==> config.mk <==
export PLATFORM = sky130hd
export DESIGN_NAME = hdpf_divider
export DESIGN_NICKNAME = d
export VERILOG_FILES = /design/src/rtl/core/hdpf_pkg.sv /design/src/rtl/core/hdpf_divider.sv
export SDC_FILE = /design/constraint.sdc
export NUM_CORES = 1
export LEC_CHECK = 0
export BUFFER_PORTS_ARGS = -buffer_cell sky130_fd_sc_hd__buf_4
export CORE_ASPECT_RATIO = 1.2
export CORE_MARGIN = 2
export CORE_UTILIZATION = 61
export CTS_CLUSTER_SIZE = 25
export DETAILED_ROUTE_END_ITERATION = 6
export PLACE_DENSITY = 0.75
export REMOVE_ABC_BUFFERS = 1
export SLEW_MARGIN = 20
export SYNTH_ARGS = -nofsm -noshare
export SYNTH_HDL_FRONTEND = slang
export SYNTH_SLANG_ARGS = --single-unit
==> constraint.sdc <==
create_clock -name clock -period 7.63 [get_ports clock]
set_clock_uncertainty 0.1 [all_clocks]
set_input_delay 1.1445 -clock clock [delete_from_list [all_inputs] [get_ports clock]]
set_output_delay 1.1445 -clock clock [all_outputs]
set_load 0.05 [all_outputs]
==> src/rtl/core/hdpf_pkg.sv <==
`timescale 1ns / 1ps
// ----------------------------------------------------------------------------
// hdpf_pkg
// Shared types and fixed-point constants of the dark pixel filter.
// ----------------------------------------------------------------------------
package hdpf_pkg;

   typedef struct packed {
      logic [7:0] in_red;
      logic [7:0] in_green;
      logic [7:0] in_blue;
   } req_type;

   typedef struct packed {
      logic [7:0] out_red;
      logic [7:0] out_green;
      logic [7:0] out_blue;
   } rsp_type;

   // q0.16 fixed point, one = 1 << 16
   localparam logic [16:0] FX_ONE  = 17'd65536;
   localparam logic [16:0] FX_HALF = 17'd32768;
   localparam logic [15:0] K_BASE  = 16'd3932;
   localparam logic [14:0] K_SPAN  = 15'd31457;
   localparam logic [15:0] K_SAT   = 16'd36045;

   // l = floor((sum * 65536 + 255) * L_RECIP >> L_SHIFT), exact for sum <= 510
   localparam logic [26:0] L_RECIP = 27'd67372037;
   localparam int unsigned L_SHIFT = 35;
   localparam logic [24:0] L_BIAS  = 25'd255;

   // hue in sixths, q3.16
   localparam logic [18:0] H_TWO   = 19'd131072;
   localparam logic [18:0] H_THREE = 19'd196608;
   localparam logic [18:0] H_FOUR  = 19'd262144;
   localparam logic [18:0] H_SIX   = 19'd393216;

   // pipelined restoring divider
   localparam int unsigned DIV_NUM_W  = 24;
   localparam int unsigned DIV_DEN_W  = 8;
   localparam int unsigned DIV_QUO_W  = 18;
   localparam int unsigned DIV_STEPS  = 3;
   localparam int unsigned DIV_STAGES = DIV_QUO_W / DIV_STEPS;

endpackage

==> src/rtl/core/hdpf_divider.sv <==
`timescale 1ns / 1ps
// ----------------------------------------------------------------------------
// hdpf_divider
// Pipelined restoring divider, three quotient bits per stage. The numerator
// must satisfy num < den << DIV_QUO_W.
// ----------------------------------------------------------------------------
module hdpf_divider (
   input  logic                           clock,
   input  logic [hdpf_pkg::DIV_NUM_W-1:0] num,
   input  logic [hdpf_pkg::DIV_DEN_W-1:0] den,
   output logic [hdpf_pkg::DIV_QUO_W-1:0] quo
);
   import hdpf_pkg::*;

   logic [DIV_DEN_W-1:0] rem_ff [DIV_STAGES];
   logic [DIV_DEN_W-1:0] rem_in [DIV_STAGES];
   logic [DIV_QUO_W-1:0] sh_ff  [DIV_STAGES];
   logic [DIV_QUO_W-1:0] sh_in  [DIV_STAGES];
   logic [DIV_DEN_W-1:0] den_ff [DIV_STAGES];
   logic [DIV_DEN_W-1:0] den_in [DIV_STAGES];

   for (genvar s = 0; s < DIV_STAGES; s++) begin : g_stage
      logic [DIV_DEN_W-1:0] src_rem;
      logic [DIV_QUO_W-1:0] src_sh;
      logic [DIV_DEN_W-1:0] src_den;

      if (s == 0) begin : g_first
         assign src_rem = DIV_DEN_W'(num[DIV_NUM_W-1:DIV_QUO_W]);
         assign src_sh  = num[DIV_QUO_W-1:0];
         assign src_den = den;
      end else begin : g_next
         assign src_rem = rem_ff[s-1];
         assign src_sh  = sh_ff[s-1];
         assign src_den = den_ff[s-1];
      end

      always_comb begin
         logic [DIV_DEN_W-1:0] rem;
         logic [DIV_QUO_W-1:0] sh;
         logic [DIV_DEN_W:0]   trial;
         logic                 ge;
         rem = src_rem;
         sh  = src_sh;
         for (int k = 0; k < DIV_STEPS; k++) begin
            trial = {rem, sh[DIV_QUO_W-1]};
            ge    = (trial >= {1'b0, src_den});
            sh    = {sh[DIV_QUO_W-2:0], ge};
            rem   = ge ? DIV_DEN_W'(trial - {1'b0, src_den}) : trial[DIV_DEN_W-1:0];
         end
         rem_in[s] = rem;
         sh_in[s]  = sh;
         den_in[s] = src_den;
      end

      always_ff @(posedge clock) begin
         rem_ff[s] <= rem_in[s];
         sh_ff[s]  <= sh_in[s];
         den_ff[s] <= den_in[s];
      end
   end

   assign quo = sh_ff[DIV_STAGES-1];

endmodule

### Yosys cells after proc, flatten, opt, wreduce, memory -nomap -nowiden

Memories as Yosys holds them, arrays and structs flattened.
Index checks and enable logic that the tools add are counted.

* add/subtract/negate cells: 18
* multiply operators: 0
* div/mod/pow operators: 0
* magnitude comparators: 18
* equality and inequality tests: 0
* shift-type cells: 0
* mux-type cells: 18
* bitwise operators: 0
* reduce and logical (&&, ||, !) cells: 0

Operator list (number)
* >= comparator 9 x 8 -> 1 bit: 17
* 2-to-1 mux 8 bit: 18
* subtractor 8 bit: 17
* >= comparator 7 x 8 -> 1 bit: 1
* subtractor 7 x 8 -> 8 bit: 1

* register bits after elaboration: 0
* latch bits: 0
* bits in writable memories: 204
* ROM bits: 0
* input bits: 33
* output and inout bits: 18
* word-level logic and storage cells: 57
* memories: 3

Memory list
* sh_ff: depth 6, bits a word 18, read ports 6, clocked after Yosys merged registers in 0, write ports 6, line hdpf_divider.sv:17 `logic [DIV_QUO_W-1:0] sh_ff [DIV_STAGES];`
* den_ff: depth 6, bits a word 8, read ports 5, clocked after Yosys merged registers in 0, write ports 6, line hdpf_divider.sv:19 `logic [DIV_DEN_W-1:0] den_ff [DIV_STAGES];`
* rem_ff: depth 6, bits a word 8, read ports 5, clocked after Yosys merged registers in 0, write ports 6, line hdpf_divider.sv:15 `logic [DIV_DEN_W-1:0] rem_ff [DIV_STAGES];`

### Logic depth before layout (Yosys ltp)

An unclocked memory read counts as a cell.

* depth after elaboration: 7
* gate-level depth with buffers: 29

### Worst setup path after synthesis

Ideal clock, no wire load.

* path kind: input-to-reg
* start point: input port num[17] (netlist name)
* end point: memory rem_ff[0][1]
* setup time: 0.121 ns
* arrival time: 6.649 ns
* slack: 0.760 ns
* cell stages on the path: 29
* path buffers: 1
* cells stage by stage: inv_1 > ha_1 > inv_1 > fa_1 > a211oi_1 > o21bai_1 > a21o_1 > o21ai_1 > a21oi_1 > mux2_2 > inv_1 > ha_1 > nor2b_1 > o21ai_0 > o21ai_0 > a31oi_1 > nand2b_1 > nand2b_1 > clkbuf_1 > mux2i_1 > ha_1 > nor2b_1 > o211ai_1 > a31oi_1 > o21ai_0 > nand2b_1 > o21a_1 > a311oi_4 > mux2_2

RTL lines
* from (decl): line hdpf_divider.sv:9 `input logic [hdpf_pkg::DIV_NUM_W-1:0] num,`
* to (decl): line hdpf_divider.sv:15

==> metrics.txt <==
status finished, final reports clean; Worst Setup End Kind register; synthesized flop and latch total 188; overflow left after global routing 0; worst hold path type reg2reg; GPL Wtd Cong 0.896; Die ar. 19100 um2; Post-synth EDFFs 0; row count 53; Port Buffers 50; Synth warnings 0; Max Root-Sink Buffers 2; dpl hpwl 17500 um; global-route wire length before repair 36900 um; synthesized instance count 1122; via count 8068; max-cap violations 0; antenna viol nets, final 0; CP bufs+invs 3; flop2flop setup slack 0.71 ns; fin crit share 92.8%; Fin. Hold Viols 0; Req. time, crit path 7.85 ns; core area 17600 um2; clk_lat worst skew 0.44 ns; share of layout cells above drive strength 1 16.2%; DR WL/cell 15.5 um; CP delay by family, top compound AO/OA/AOI/OAI gates; GR Util All Layers 24.0%; post-cts hold buffer count 0; Synth cell types 64; Synth async-reset ratio 0%; Root Buffer clkbuf_16; CTS Buf Count 17; fillers 1326; 1st-iter DRT viols 335; antenna violations before repair 0; setup repair bufs after CTS 0; Setup crit start kind input pin; Worst Max-Slew Pin Slew 0.606 ns; die outline height 151 um; post-CTS sizing 0; number of global-route vias before repair 8157; worst-path fanout max 9; post-route minimum period 7.08 ns; Synth Flop Type dfxtp_1; critical path arrival 7.30 ns; largest net degree at the start of global routing 18; Mapped Area 11000 um2; CP max stage delay 0.52 ns; Crit-path slowest cell a311oi_4; CTS sink cnt 188; critical path class in2reg; endpoints failing setup 0; top cell type's share of synthesized area 34.2%; top-count cell post-synth dfxtp_1; Starting Density 62.6%; fmax 141 MHz; critical path depth 28; Worst R2R Path Depth 27; Hold Path Cell Cnt 0; post-synth top area cell dfxtp_1; # IOs 51; setup tns final 0 ns; Layout area overhead 11.4%; fin. max-slew vios 0; Die Width 127 um; top cells by count, synth 188 x dfxtp_1, 143 x ha_1, 110 x inv_1; top cells by area, synth dfxtp_1 34%, ha_1 16%, mux2_2 7.8%; H-tree depth 4; # nets final 1380; syn_area_per_cell 9.80 um2; final wirelength 22100 um; # DRC 0; FF+latch area 3760 um2; RSZ-0062 raised after global routing no; register area share after synthesis 34.2%; CTS tree done; Clk pin slew, worst setup/hold paths 0.08 ns; multi-input logic area 6760 um2; drt pass-1 iters 7; relative slew slack 59.6%; # diodes 0; vias per cell 5.68
[registers in the layout, summed over array words and instances (netlist names)]
register and flops:
sh_ff 108, den_ff 40, rem_ff 40
[final cells by class]
| cell class | count | share of cell area [%] |
|---|---|---|
| flip-flops and latches | 188 | 30.7 |
| well taps | 220 | 2.25 |
| clock inverters | 12 | 1.23 |
| multi-input cells | 812 | 55.2 |
| inverters | 111 | 3.42 |
| clock buffers | 20 | 3.73 |
| repair buffers | 57 | 3.49 |
[per-layer routing]
| layer | routed length (um) | global-route usage (%) | vias up |
|---|---|---|---|
| met4 | 673 | 9.78 | 0 |
| met1 | 8900 | 25.9 | 3765 |
| met5 | 0 | 0 | - |
| li1 | - | - | 4107 |
| met3 | 572 | 3.74 | 48 |
| met2 | 11900 | 46.3 | 148 |
[worst paths after layout]
path | start | endpoint
worst max-delay path | num[17] | rem_ff[0][2]
worst min-delay path | sh_ff[4][2] | sh_ff[5][5]
worst max register to register | den_ff[1][1] | rem_ff[2][6]
worst min register to register | sh_ff[4][2] | sh_ff[5][5]
[cell families after synthesis]
group / Yosys count / share of synthesized area, %
AOI/OAI and AO/OA: 252 / 15.1
adders and majority gates: 160 / 19.4
buffers and inverters: 122 / 4.33
DFF: 188 / 34.2
muxes: 105 / 10.8
and+or+nand+nor: 219 / 10.1
xor gates and xnor gates: 76 / 6.05
[per-stage QoR]
step / hold WS [ns] / std cells / worst slack [ns] / area (um2) / utilization [%]
after floorplan: 0.210 / 1111 / 0.824 / 10900 / -
after global placement: 0.210 / 1388 / 0.342 / 11600 / 66.3
after detailed placement: 0.212 / 1388 / 0.154 / 11600 / 66.3
after CTS: 0.221 / 1420 / 0.593 / 12300 / 69.7
after global routing: 0.222 / 1420 / 0.00570 / 12300 / 69.7
final: 0.216 / 1420 / 0.549 / 12300 / 69.7
[layout by cell type (no fill, tap or decap), types with 46 or more instances in the layout]
master	n
dfxtp_1	188
ha_1	143
xnor2_1	53
a21oi_1	67
mux2_2	76
nand2_1	46
o21ai_0	54
buf_4	57
nor2_1	57
inv_1	110
Power is not shown: default switching activity piles up to over one toggle a cycle in this logic, so the estimate is an artifact.
